## config.mk

```make
export PLATFORM = sky130hd
export DESIGN_NAME = msb_first_bit_packer_top
export DESIGN_NICKNAME = d
export VERILOG_FILES = /design/src/hw/rtl/bpk_pkg.sv /design/src/hw/rtl/bpk_front.sv /design/src/hw/rtl/bpk_back.sv /design/src/hw/rtl/bpk_resq.sv /design/src/hw/rtl/msb_first_bit_packer_top.sv
export SDC_FILE = /design/constraint.sdc
export NUM_CORES = 1
export LEC_CHECK = 0
export ABC_AREA = 1
export BUFFER_PORTS_ARGS = -buffer_cell sky130_fd_sc_hd__clkbuf_2
export CAP_MARGIN = 5
export CORE_ASPECT_RATIO = 1.75
export CORE_MARGIN = 1.5
export CORE_UTILIZATION = 63
export CTS_BUF_LIST = sky130_fd_sc_hd__clkbuf_2 sky130_fd_sc_hd__clkbuf_4 sky130_fd_sc_hd__clkbuf_8
export DETAILED_ROUTE_END_ITERATION = 8
export GPL_TIMING_DRIVEN = 0
export PLACE_DENSITY = 0.93
export SLEW_MARGIN = 15
export SYNTH_ARGS = -nofsm -noshare
export SYNTH_HDL_FRONTEND = slang
export SYNTH_HIERARCHICAL = 1
export SYNTH_SLANG_ARGS = --single-unit
```

## constraint.sdc

```tcl
create_clock -name clk_i -period 6.69 [get_ports clk_i]
set_clock_uncertainty 0.05 [all_clocks]
set_input_delay 1.338 -clock clk_i [delete_from_list [all_inputs] [get_ports clk_i]]
set_output_delay 1.338 -clock clk_i [all_outputs]
set_load 0.02 [all_outputs]
```

## src/hw/rtl/bpk_pkg.sv

```systemverilog
package bpk_pkg;

  localparam int MaxCodeWidth = 32;
  localparam int ByteW        = 8;
  localparam int ValueW       = 32;
  localparam int WidthW       = 6;
  localparam int CntW         = 3;
  localparam int PendW        = ByteW - 1;
  localparam int MaxBytes     = (MaxCodeWidth + ByteW - 1) / ByteW;
  localparam int WholeW       = $clog2(MaxBytes + 1);
  localparam int CmdDepth     = 2;
  localparam int CmdCntW      = $clog2(CmdDepth + 1);
  localparam int ResDepth     = 4;
  localparam int ResCntW      = $clog2(ResDepth + 1);

  // One classified input item as the sequencer sees it.
  typedef struct packed {
    logic              flush;
    logic [ValueW-1:0] value;
    logic [WholeW-1:0] whole;
    logic [CntW-1:0]   rem;
  } cmd_t;

  // One output beat.
  typedef struct packed {
    logic [ByteW-1:0] data;
    logic             last;
  } res_t;

  // Byte k of the code, counted from the least significant end; zero past the top.
  function automatic logic [ByteW-1:0] code_byte(logic [ValueW-1:0] v,
                                                 logic [WholeW-1:0] k);
    logic [ValueW+ByteW-1:0] ext;
    ext = {{ByteW{1'b0}}, v} >> ({k, 3'b000});
    return ext[ByteW-1:0];
  endfunction

  // Mask of the n low bits of a byte.
  function automatic logic [ByteW-1:0] low_mask(logic [CntW-1:0] n);
    logic [ByteW:0] t;
    t = ((ByteW+1)'(1) << n) - (ByteW+1)'(1);
    return t[ByteW-1:0];
  endfunction

endpackage

```

## src/hw/rtl/bpk_front.sv

```systemverilog
module bpk_front
  import bpk_pkg::*;
(
  input  logic              clk_i,
  input  logic              rst_ni,
  input  logic              push_i,
  output logic              full_o,
  input  logic [ValueW-1:0] code_value_i,
  input  logic [WidthW-1:0] code_width_i,
  input  logic              flush_i,
  output logic              cmd_valid_o,
  output cmd_t              cmd_o,
  input  logic              cmd_pop_i
);

  cmd_t               slot_q [CmdDepth];
  logic [CmdCntW-1:0] cnt_q, cnt_d;
  logic [WidthW-1:0]  sat_width;
  cmd_t               new_cmd;
  logic               do_push, do_pop;

  // Widths above the limit are clipped, then split into whole bytes and a tail.
  always_comb begin
    if (code_width_i > WidthW'(MaxCodeWidth)) begin
      sat_width = WidthW'(MaxCodeWidth);
    end else begin
      sat_width = code_width_i;
    end
    new_cmd.flush = flush_i;
    new_cmd.value = code_value_i;
    new_cmd.whole = WholeW'(sat_width >> 3);
    new_cmd.rem   = sat_width[CntW-1:0];
  end

  assign full_o      = (cnt_q == CmdCntW'(CmdDepth));
  assign cmd_valid_o = (cnt_q != '0);
  assign cmd_o       = slot_q[0];
  assign do_push     = push_i && !full_o;
  assign do_pop      = cmd_pop_i && cmd_valid_o;

  always_comb begin
    cnt_d = cnt_q;
    if (do_push && !do_pop) begin
      cnt_d = cnt_q + CmdCntW'(1);
    end else if (do_pop && !do_push) begin
      cnt_d = cnt_q - CmdCntW'(1);
    end
  end

  always_ff @(posedge clk_i or negedge rst_ni) begin
    if (!rst_ni) begin
      cnt_q <= '0;
    end else begin
      cnt_q <= cnt_d;
    end
  end

  // Shift queue: the head always sits in slot 0.
  always_ff @(posedge clk_i) begin
    for (int i = 0; i < CmdDepth; i++) begin
      if (do_pop) begin
        if (do_push && (CmdCntW'(i + 1) == cnt_q)) begin
          slot_q[i] <= new_cmd;
        end else if (i < CmdDepth - 1) begin
          slot_q[i] <= slot_q[(i + 1) % CmdDepth];
        end
      end else if (do_push && (CmdCntW'(i) == cnt_q)) begin
        slot_q[i] <= new_cmd;
      end
    end
  end

endmodule

```

## src/hw/rtl/bpk_back.sv

```systemverilog
module bpk_back
  import bpk_pkg::*;
(
  input  logic clk_i,
  input  logic rst_ni,
  input  logic cmd_valid_i,
  input  cmd_t cmd_i,
  output logic cmd_pop_o,
  input  logic res_full_i,
  output logic res_push_o,
  output res_t res_o
);

  logic [PendW-1:0]       pend_q, pend_d;
  logic [CntW-1:0]        cnt_q, cnt_d;
  logic [WholeW-1:0]      k_q, k_d, k_inc;
  logic                   step;
  logic [ByteW-1:0]       cur_byte, rem_bits, aligned;
  logic [CntW:0]          sum;
  logic [PendW+ByteW-1:0] wide, grown;
  logic [2*ByteW-1:0]     align_ext;

  assign step      = cmd_valid_i && !res_full_i;
  assign cur_byte  = code_byte(cmd_i.value, k_q);
  assign rem_bits  = cur_byte & low_mask(cmd_i.rem);
  assign sum       = {1'b0, cnt_q} + {1'b0, cmd_i.rem};
  assign k_inc     = k_q + WholeW'(1);
  // Tail bits moved to the top of a byte, so that they line up like a whole byte.
  assign align_ext = {rem_bits, {ByteW{1'b0}}} >> cmd_i.rem;
  assign aligned   = align_ext[ByteW-1:0];
  assign grown     = ({{ByteW{1'b0}}, pend_q} << cmd_i.rem) | {{PendW{1'b0}}, rem_bits};

  always_comb begin
    pend_d     = pend_q;
    cnt_d      = cnt_q;
    k_d        = k_q;
    cmd_pop_o  = 1'b0;
    res_push_o = 1'b0;
    res_o      = '0;
    wide       = '0;
    if (step) begin
      if (cmd_i.flush) begin
        // Pending bits padded with zeros at the low end.
        wide       = {pend_q, {ByteW{1'b0}}} >> cnt_q;
        res_o.data = wide[ByteW-1:0];
        res_o.last = 1'b1;
        res_push_o = (cnt_q != '0);
        pend_d     = '0;
        cnt_d      = '0;
        k_d        = '0;
        cmd_pop_o  = 1'b1;
      end else if (k_q < cmd_i.whole) begin
        // A whole byte always completes exactly one output byte.
        wide       = {pend_q, cur_byte} >> cnt_q;
        res_o.data = wide[ByteW-1:0];
        res_o.last = (k_inc == cmd_i.whole) && !sum[CntW];
        res_push_o = 1'b1;
        pend_d     = PendW'(cur_byte & low_mask(cnt_q));
        if ((k_inc == cmd_i.whole) && (cmd_i.rem == '0)) begin
          k_d       = '0;
          cmd_pop_o = 1'b1;
        end else begin
          k_d = k_inc;
        end
      end else begin
        // Tail of the code; completes a byte only if the count reaches eight.
        wide       = {pend_q, aligned} >> cnt_q;
        res_o.data = wide[ByteW-1:0];
        res_o.last = 1'b1;
        res_push_o = sum[CntW];
        cnt_d      = sum[CntW-1:0];
        if (sum[CntW]) begin
          pend_d = PendW'(rem_bits & low_mask(sum[CntW-1:0]));
        end else begin
          pend_d = grown[PendW-1:0];
        end
        k_d       = '0;
        cmd_pop_o = 1'b1;
      end
    end
  end

  always_ff @(posedge clk_i or negedge rst_ni) begin
    if (!rst_ni) begin
      pend_q <= '0;
      cnt_q  <= '0;
      k_q    <= '0;
    end else begin
      pend_q <= pend_d;
      cnt_q  <= cnt_d;
      k_q    <= k_d;
    end
  end

endmodule

```

## src/hw/rtl/bpk_resq.sv

```systemverilog
module bpk_resq
  import bpk_pkg::*;
(
  input  logic             clk_i,
  input  logic             rst_ni,
  input  logic             push_i,
  input  res_t             res_i,
  output logic             full_o,
  output logic             empty_o,
  input  logic             pop_i,
  output logic [ByteW-1:0] out_byte_o,
  output logic             last_of_run_o
);

  res_t               slot_q [ResDepth];
  logic [ResCntW-1:0] cnt_q, cnt_d;
  logic               do_push, do_pop;

  assign full_o        = (cnt_q == ResCntW'(ResDepth));
  assign empty_o       = (cnt_q == '0);
  assign do_push       = push_i && !full_o;
  assign do_pop        = pop_i && !empty_o;
  assign out_byte_o    = slot_q[0].data;
  assign last_of_run_o = slot_q[0].last;

  always_comb begin
    cnt_d = cnt_q;
    if (do_push && !do_pop) begin
      cnt_d = cnt_q + ResCntW'(1);
    end else if (do_pop && !do_push) begin
      cnt_d = cnt_q - ResCntW'(1);
    end
  end

  always_ff @(posedge clk_i or negedge rst_ni) begin
    if (!rst_ni) begin
      cnt_q <= '0;
    end else begin
      cnt_q <= cnt_d;
    end
  end

  always_ff @(posedge clk_i) begin
    for (int i = 0; i < ResDepth; i++) begin
      if (do_pop) begin
        if (do_push && (ResCntW'(i + 1) == cnt_q)) begin
          slot_q[i] <= res_i;
        end else if (i < ResDepth - 1) begin
          slot_q[i] <= slot_q[(i + 1) % ResDepth];
        end
      end else if (do_push && (ResCntW'(i) == cnt_q)) begin
        slot_q[i] <= res_i;
      end
    end
  end

endmodule

```

## src/hw/rtl/msb_first_bit_packer_top.sv

```systemverilog
// MSB-first bit packer. Each input beat carries a code of 0 to 32 bits (wider
// widths are clipped to 32) or a flush request. Code bytes are taken from the
// least significant end of code_value_i; every whole byte goes out MSB first,
// followed by the low (width mod 8) bits of the next byte, MSB first. Up to
// seven bits wait between items. Every completed byte leaves as one result beat,
// and last_of_run_o marks the final byte caused by an input beat; an item that
// completes no byte (zero width, or a flush with nothing pending) makes no beat.
// A flush pads the pending bits with zeros at the low end, sends that byte if
// any bits were pending, and clears the pending state. Both sides behave like
// queues: a beat enters when push is high and full is low, and the oldest result
// leaves when pop is high and empty is low. Internally a two-entry command queue
// decouples the input side from a byte sequencer, and a four-entry result queue
// decouples the sequencer from the consumer. The sequencer works through each
// item one whole code byte at a time, then its nonzero tail, and takes a flush
// on its own; it produces at most one byte per cycle and waits while the result
// queue is full. On its way to the output ports an input beat is registered
// first in the command queue and then, as a result, in the result queue.
module msb_first_bit_packer_top
  import bpk_pkg::*;
(
  input  logic              clk_i,
  input  logic              rst_ni,
  input  logic              push,
  output logic              full,
  input  logic [ValueW-1:0] code_value_i,
  input  logic [WidthW-1:0] code_width_i,
  input  logic              flush_i,
  output logic              empty,
  input  logic              pop,
  output logic [ByteW-1:0]  out_byte_o,
  output logic              last_of_run_o
);

  cmd_t cmd;
  logic cmd_valid, cmd_pop;
  res_t res;
  logic res_push, res_full;

  // Front end: clips the width, splits it into whole bytes and tail, queues it.
  bpk_front u_front (
    .clk_i        (clk_i),
    .rst_ni       (rst_ni),
    .push_i       (push),
    .full_o       (full),
    .code_value_i (code_value_i),
    .code_width_i (code_width_i),
    .flush_i      (flush_i),
    .cmd_valid_o  (cmd_valid),
    .cmd_o        (cmd),
    .cmd_pop_i    (cmd_pop)
  );

  // Back end: holds the pending bits and produces at most one byte per step.
  bpk_back u_back (
    .clk_i       (clk_i),
    .rst_ni      (rst_ni),
    .cmd_valid_i (cmd_valid),
    .cmd_i       (cmd),
    .cmd_pop_o   (cmd_pop),
    .res_full_i  (res_full),
    .res_push_o  (res_push),
    .res_o       (res)
  );

  // Result queue in front of the consumer.
  bpk_resq u_resq (
    .clk_i         (clk_i),
    .rst_ni        (rst_ni),
    .push_i        (res_push),
    .res_i         (res),
    .full_o        (res_full),
    .empty_o       (empty),
    .pop_i         (pop),
    .out_byte_o    (out_byte_o),
    .last_of_run_o (last_of_run_o)
  );

endmodule

```

After elaboration in Yosys (flattened, before gate mapping)

Memory sizes are Yosys's and may differ from the RTL's.
Cells that the tools add are included.

Memories: 2
Word-level logic and storage cells: 171
Output and inout port bits: 11
Bits in registers: 18
Input bits: 43
Bits in writable memories: 114

Add/subtract/negate cells: 9
Bitwise gates (word level): 14
Reduce and logical (&&, ||, !) cells: 37
Equal/unequal tests: 10
Order comparisons: 2
Multiplexer cells: 83
Shift operators: 9

Memory list:

| memory         | depth | width | rd ports | clocked after Yosys merged registers in | write ports | RTL line        | text |
|---|---|---|---|---|---|---|---|
| u_front.slot_q | 2     | 39    | 2        | 0                                       | 1           | bpk_front.sv:16 | `cmd_t slot_q [CmdDepth];` |
| u_resq.slot_q  | 4     | 9     | 4        | 0                                       | 3           | bpk_resq.sv:15  | `res_t slot_q [ResDepth];` |

Operators by type and width:

| kind                                                                | count |
|---|---|
| 39-bit 2-to-1 mux                                                   | 4 |
| 9-bit 2-to-1 mux                                                    | 11 |
| 1-bit 2-to-1 mux                                                    | 54 |
| 15-bit by 3-bit right shift with 8-bit output                       | 3 |
| 39-bit OR reduction                                                 | 1 |
| 32-bit by 6-bit right shift with 8-bit output                       | 1 |
| 3-bit 2-to-1 mux                                                    | 7 |
| 7-bit 2-to-1 mux                                                    | 3 |
| 1-bit logical AND                                                   | 19 |
| 16-bit by 3-bit right shift with 8-bit output                       | 1 |
| 7-bit AND                                                           | 2 |
| 1-bit by 3-bit left shift with 7-bit output (first input constant)  | 2 |
| 7-bit by 2-bit subtractor with 7-bit output (second input constant) | 2 |
| 1-bit bitwise OR                                                    | 10 |
| 9-bit OR reduction                                                  | 1 |
| 8-bit AND                                                           | 1 |
| 1-bit zero test                                                     | 8 |
| 1-bit by 3-bit left shift with 8-bit output (first input constant)  | 1 |
| 8-bit by 2-bit subtractor with 8-bit output (second input constant) | 1 |
| 7-bit bitwise OR                                                    | 1 |
| 7-bit by 3-bit left shift with 7-bit output                         | 1 |
| 3-bit by 1-bit adder with 3-bit output (second input constant)      | 2 |
| 2-bit by 3-bit == test with 1-bit output (first input constant)     | 2 |
| 6-bit greater-than comparator (second input constant)               | 1 |
| other kinds (20)                                                    | 25 |

Depth between registers and ports, before layout

Depth after elaboration: 13
Gate-level depth with buffers: 22
Depth with buffers taken out: 21

By module

The synthesis kept the hierarchy.

By module, submodules not included:

| module    | cells an instance | area each (um^2) | seq. area each (um^2) | times used |
|---|---|---|---|---|
| bpk_front | 243               | 3131.8           | 2392.3                | 1 |
| bpk_back  | 447               | 2526.2           | 325.3                 | 1 |
| bpk_resq  | 169               | 1801.7           | 1156.1                | 1 |

Least setup slack after synthesis

No wires, ideal clock.

Kind: input to register
Start: input port push
End: memory u_front/slot_q[0][0] (netlist bit), enable pin
Required time: 6151 ps
Path buffers: 0
Setup time: 489 ps
Stages on the path: 2
Arrival: 4166 ps
Path slack: 1984 ps
Path through: nand2_1 > o21ai_0

Longest elaborated chain between the ends: 8
Elaborated cells between the ends (all ways): 24
Those cells by class: 16 x mux; 3 x bitwise; 5 x reduce/logical

RTL lines:

| element                                                                         | RTL line                                          | text |
|---|---|---|
| start, declared                                                                 | msb_first_bit_packer_top.sv:23                    | `input logic push,` |
| 1-bit logical AND (*)                                                           | bpk_front.sv:38                                   | `assign do_push = push_i && !full_o;` |
| 1-bit logical AND (on tied branches)                                            | bpk_front.sv:62, bpk_front.sv:67                  |  |
| 1-bit 2-to-1 mux (on tied branches)                                             | bpk_front.sv:62, bpk_front.sv:67                  |  |
| 1-bit 2-to-1 mux                                                                | bpk_front.sv:61                                   | `if (do_pop) begin` |
| 1-bit 2-to-1 mux (on tied branches)                                             | bpk_front.sv:63, bpk_front.sv:65, bpk_front.sv:68 |  |
| 1-bit bitwise OR (no source line)                                               | n/a                                               |  |
| 39-bit OR reduction (no source line) / 1-bit bitwise OR (equally long branches) | n/a                                               |  |
| 1-bit 2-to-1 mux (no source line)                                               | n/a                                               |  |
| end, declared                                                                   | bpk_front.sv:16                                   |  |

Every way passes the cells marked *; elsewhere a longest branch is shown, timed or not.

==> impl_results.md <==
- Arrival time of the worst setup path: 3.47 ns
- Number of instances in the synthesized netlist: 859
- Crit Path Max Fanout: 10
- Tcrit/Tclk final: 51.6%
- Final RePlAce weighted congestion: 0.971
- Std-Cell Core Area: 11600 um2
- List of cells traversed by the critical path: ha_1 > a21o_1 > a31oi_1 > inv_2 > nand2_1 > o221ai_1 > inv_1 > nand3_1 > buf_2 > nor2_1
- Final core utilization: 71.8%
- Most frequent cells after synthesis: sky130_fd_sc_hd__nand2_1 (301), sky130_fd_sc_hd__edfxtp_1 (114), sky130_fd_sc_hd__nand3_1 (94)
- Slowest stage delay, CP: 0.67 ns
- Met1 Routed Length: 6340 um
- Proportion of netlist area held by the largest area contributor: 45.9%
- TritonCTS buffer count: 17
- Die outline area: 12500 um2
- Highest routed layer: met4
- Critical path type: flip-flop to flip-flop
- Largest net degree at the start of global routing: 33
- Ratio of cells with drive above 1 in the final layout: 17.2%
- Number of buffers inserted by hold repair at cts: 0
- Kind of start point of the critical path: flip-flop
- Cell type of the slowest stage on the worst timing path: sky130_fd_sc_hd__nor2_1
- Total Power: 4.83 mW
- Final number of setup-violating endpoints: 0
- Leakage dissipation: 3.81 nW
- Count of cells resized by post-cts repair: 0
- Buffer count from post-CTS setup fixing: 0
- Worst slew margin relative to its limit: 44.4%
- Peak VDD IR: 0.461 mV
- Violations in the final reports: DRC
- Insertion delay of the later-clocked pin in the worst-skew pair: 0.45 ns
- Length of the first detailed-routing pass in iterations: 7
- Global-route wire length before repair: 31100 um
- Total DRC errors in the routed layout: 2
- Count of different cell masters after synthesis: 41
- Initial antenna violation count: 0
- Timing-limited maximum frequency: 0.289 GHz
- Proportion of register bits with asynchronous set or reset after synthesis: 13.6%
- Max-capacitance violation count: 0
- Number of sinks handled by clock tree synthesis: 132
- Number of diodes: 0
- Placement row count: 52
- Total met2 wirelength after detailed routing: 10600 um
- Area added between synthesis and finish: 11.5%
- Clock transition at the registers of the reported paths: 0.08 ns
- Biggest area contributors in the synthesized netlist: sky130_fd_sc_hd__edfxtp_1 (46%), sky130_fd_sc_hd__nand2_1 (15%), sky130_fd_sc_hd__nand3_1 (6.3%)
- Result of the run: complete, but fails checks
- Count of yosys warnings during synthesis: 6
- Initial drt markers: 508
- Port-buffer cells: 53
- Largest area contributor in the netlist: sky130_fd_sc_hd__edfxtp_1
- Number of synthesized flops with an enable pin: 114
- Htree depth: 4
- Post-Syn Area: 7460 um2
- Total I/O pin count: 54
- Synthesized area divided by synthesized cell count: 8.68 um2
- Per-cell via count in the routed design: 5.85
- HPWL after DPL: 14700 um
- Avg WL per Cell: 18.0 um
- Crit. End Element: flip-flop
- Clock root cell: sky130_fd_sc_hd__clkbuf_8
- Most used DFF post-synth: sky130_fd_sc_hd__edfxtp_1
- Post-DRT Antenna Nets: 0
- Overall routing resource usage: 32.9%
- Final nets: 998
- Total met3 wirelength after detailed routing: 816 um
- TritonCTS clock tree: done
- Final wirelength: 19500 um
- Number of global-route vias before repair: 6393
- Count of final hold-check violations: 0
- Initial core utilization: 64.4%
- Count of pins over their slew limit: 0
- Final critical delay including setup and external delays: 3.46 ns
- Count of vias placed by the detailed router: 6319
- Actual transition at the worst max-transition pin: 0.830 ns
- Net count after synthesis: 924
- Share of synthesized area occupied by flip-flops and latches: 51.9%
- Maximum count of clock buffers along a single path: 2
- Setup TNS Final: 0 ns
- Chip Height: 147 um
- Type of the most critical hold path: flip-flop to flip-flop
- Total overflow reported by the global router: 0
- Power per cell area: 581 nW/um2
- Unrepaired setup endpoints after global routing: no
- Synthesized flop and latch total: 132
- Most common cell in the netlist: sky130_fd_sc_hd__nand2_1
- Required time at the worst-slack endpoint: 6.71 ns
- Die X-Extent: 85.3 um
[layout make-up]
type,instances,area (um2)
Sequential cell,132,3870
Fill cell,849,3260
Multi-Input combinational cell,609,3040
Inverter,83,312
Timing Repair Buffer,55,305
Buffer,35,254
Clock buffer,18,241
Tap cell,135,169
Clock inverter,14,126
[final timing paths]
check | startpoint | slack [ns] | cells after the start | end
worst max-delay path | u_back/k_q[2] | 3.23 | 10 | u_resq/slot_q[3][1]
worst max register to register | u_back/k_q[2] | 3.23 | 10 | u_resq/slot_q[3][1]
min in group asynchronous | rst_ni | 0.79 | 1 | u_front/cnt_q[1]
max in group asynchronous | rst_ni | 5.45 | 1 | u_back/pend_q[1]
worst min register to register | u_front/cnt_q[0] | 0.46 | 1 | u_front/cnt_q[0]
worst min-delay path | u_front/cnt_q[0] | 0.46 | 1 | u_front/cnt_q[0]
[report_power, final]
| part | leakage (nW) | switching [mW] | internal [mW] |
|---|---|---|---|
| Clock | 0.177 | 0.327 | 0.299 |
| Combinational | 2.32 | 1.83 | 0.845 |
| Sequential | 1.32 | 0.142 | 1.39 |
[stage by stage]
| stage | setup WS, ns | std cells | area, um2 | hold WS [ns] |
|---|---|---|---|---|
| 2_1_floorplan | 1.98 | 859 | 7460 | 0.423 |
| 3_3_place_gp | 1.16 | 1047 | 7890 | 0.442 |
| 6_report | 3.23 | 1081 | 8320 | 0.460 |
| 3_5_place_dp | 3.36 | 1049 | 7950 | 0.445 |
| 5_1_grt | 3.06 | 1081 | 8320 | 0.480 |
| 4_1_cts | 3.33 | 1081 | 8320 | 0.460 |
[cell families after synthesis]
| group | after synthesis | share of synthesized area [%] |
|---|---|---|
| DFF | 132 | 51.9 |
| and+or+nand+nor | 476 | 27.5 |
| xor gates and xnor gates | 9 | 1.16 |
| buffers and inverters | 118 | 7.58 |
| AOI/OAI and AO/OA | 102 | 8.03 |
| adders and majority gates | 22 | 3.79 |
[state kept, by name, summed over array words and instances (netlist names)]
name,flops
u_front/cnt_q,2
u_resq/cnt_q,3
u_back/k_q,3
u_back/pend_q,7
u_resq/slot_q,36
u_back/cnt_q,3
u_front/slot_q,78
[placed cells by master, fill, tap and decap left out, types with 5 or more instances in the layout]
master	count
sky130_fd_sc_hd__a21oi_1	16
sky130_fd_sc_hd__a22oi_1	5
sky130_fd_sc_hd__buf_2	15
sky130_fd_sc_hd__buf_6	7
sky130_fd_sc_hd__clkbuf_1	6
sky130_fd_sc_hd__clkbuf_2	53
sky130_fd_sc_hd__clkbuf_8	17
sky130_fd_sc_hd__dfrtp_1	18
sky130_fd_sc_hd__edfxtp_1	114
sky130_fd_sc_hd__ha_1	21
sky130_fd_sc_hd__inv_1	72
sky130_fd_sc_hd__inv_2	9
sky130_fd_sc_hd__nand2_1	301
sky130_fd_sc_hd__nand2_2	17
sky130_fd_sc_hd__nand3_1	94
sky130_fd_sc_hd__nand3_2	5
sky130_fd_sc_hd__nand4_1	6
sky130_fd_sc_hd__nor2_1	39
sky130_fd_sc_hd__nor2_2	6
sky130_fd_sc_hd__o211ai_1	6
sky130_fd_sc_hd__o21ai_0	48
sky130_fd_sc_hd__o22ai_1	11
[per-layer routing]
metal / GRT usage (%) / vias to the layer above
li1: - / 3029
met1: 31.2 / 2877
met2: 60.0 / 292
met3: 4.72 / 121
met4: 27.9 / 0
met5: 0 / -
[critical path, delay by kind of cell (launching register included)]
family	cells	cell delay, ns
simple gates	3	1.04
flops	1	0.56
compound gates	3	0.56
buf+inv	3	0.53
fa+ha+maj	1	0.32
Power figures use the tool's default switching activity.
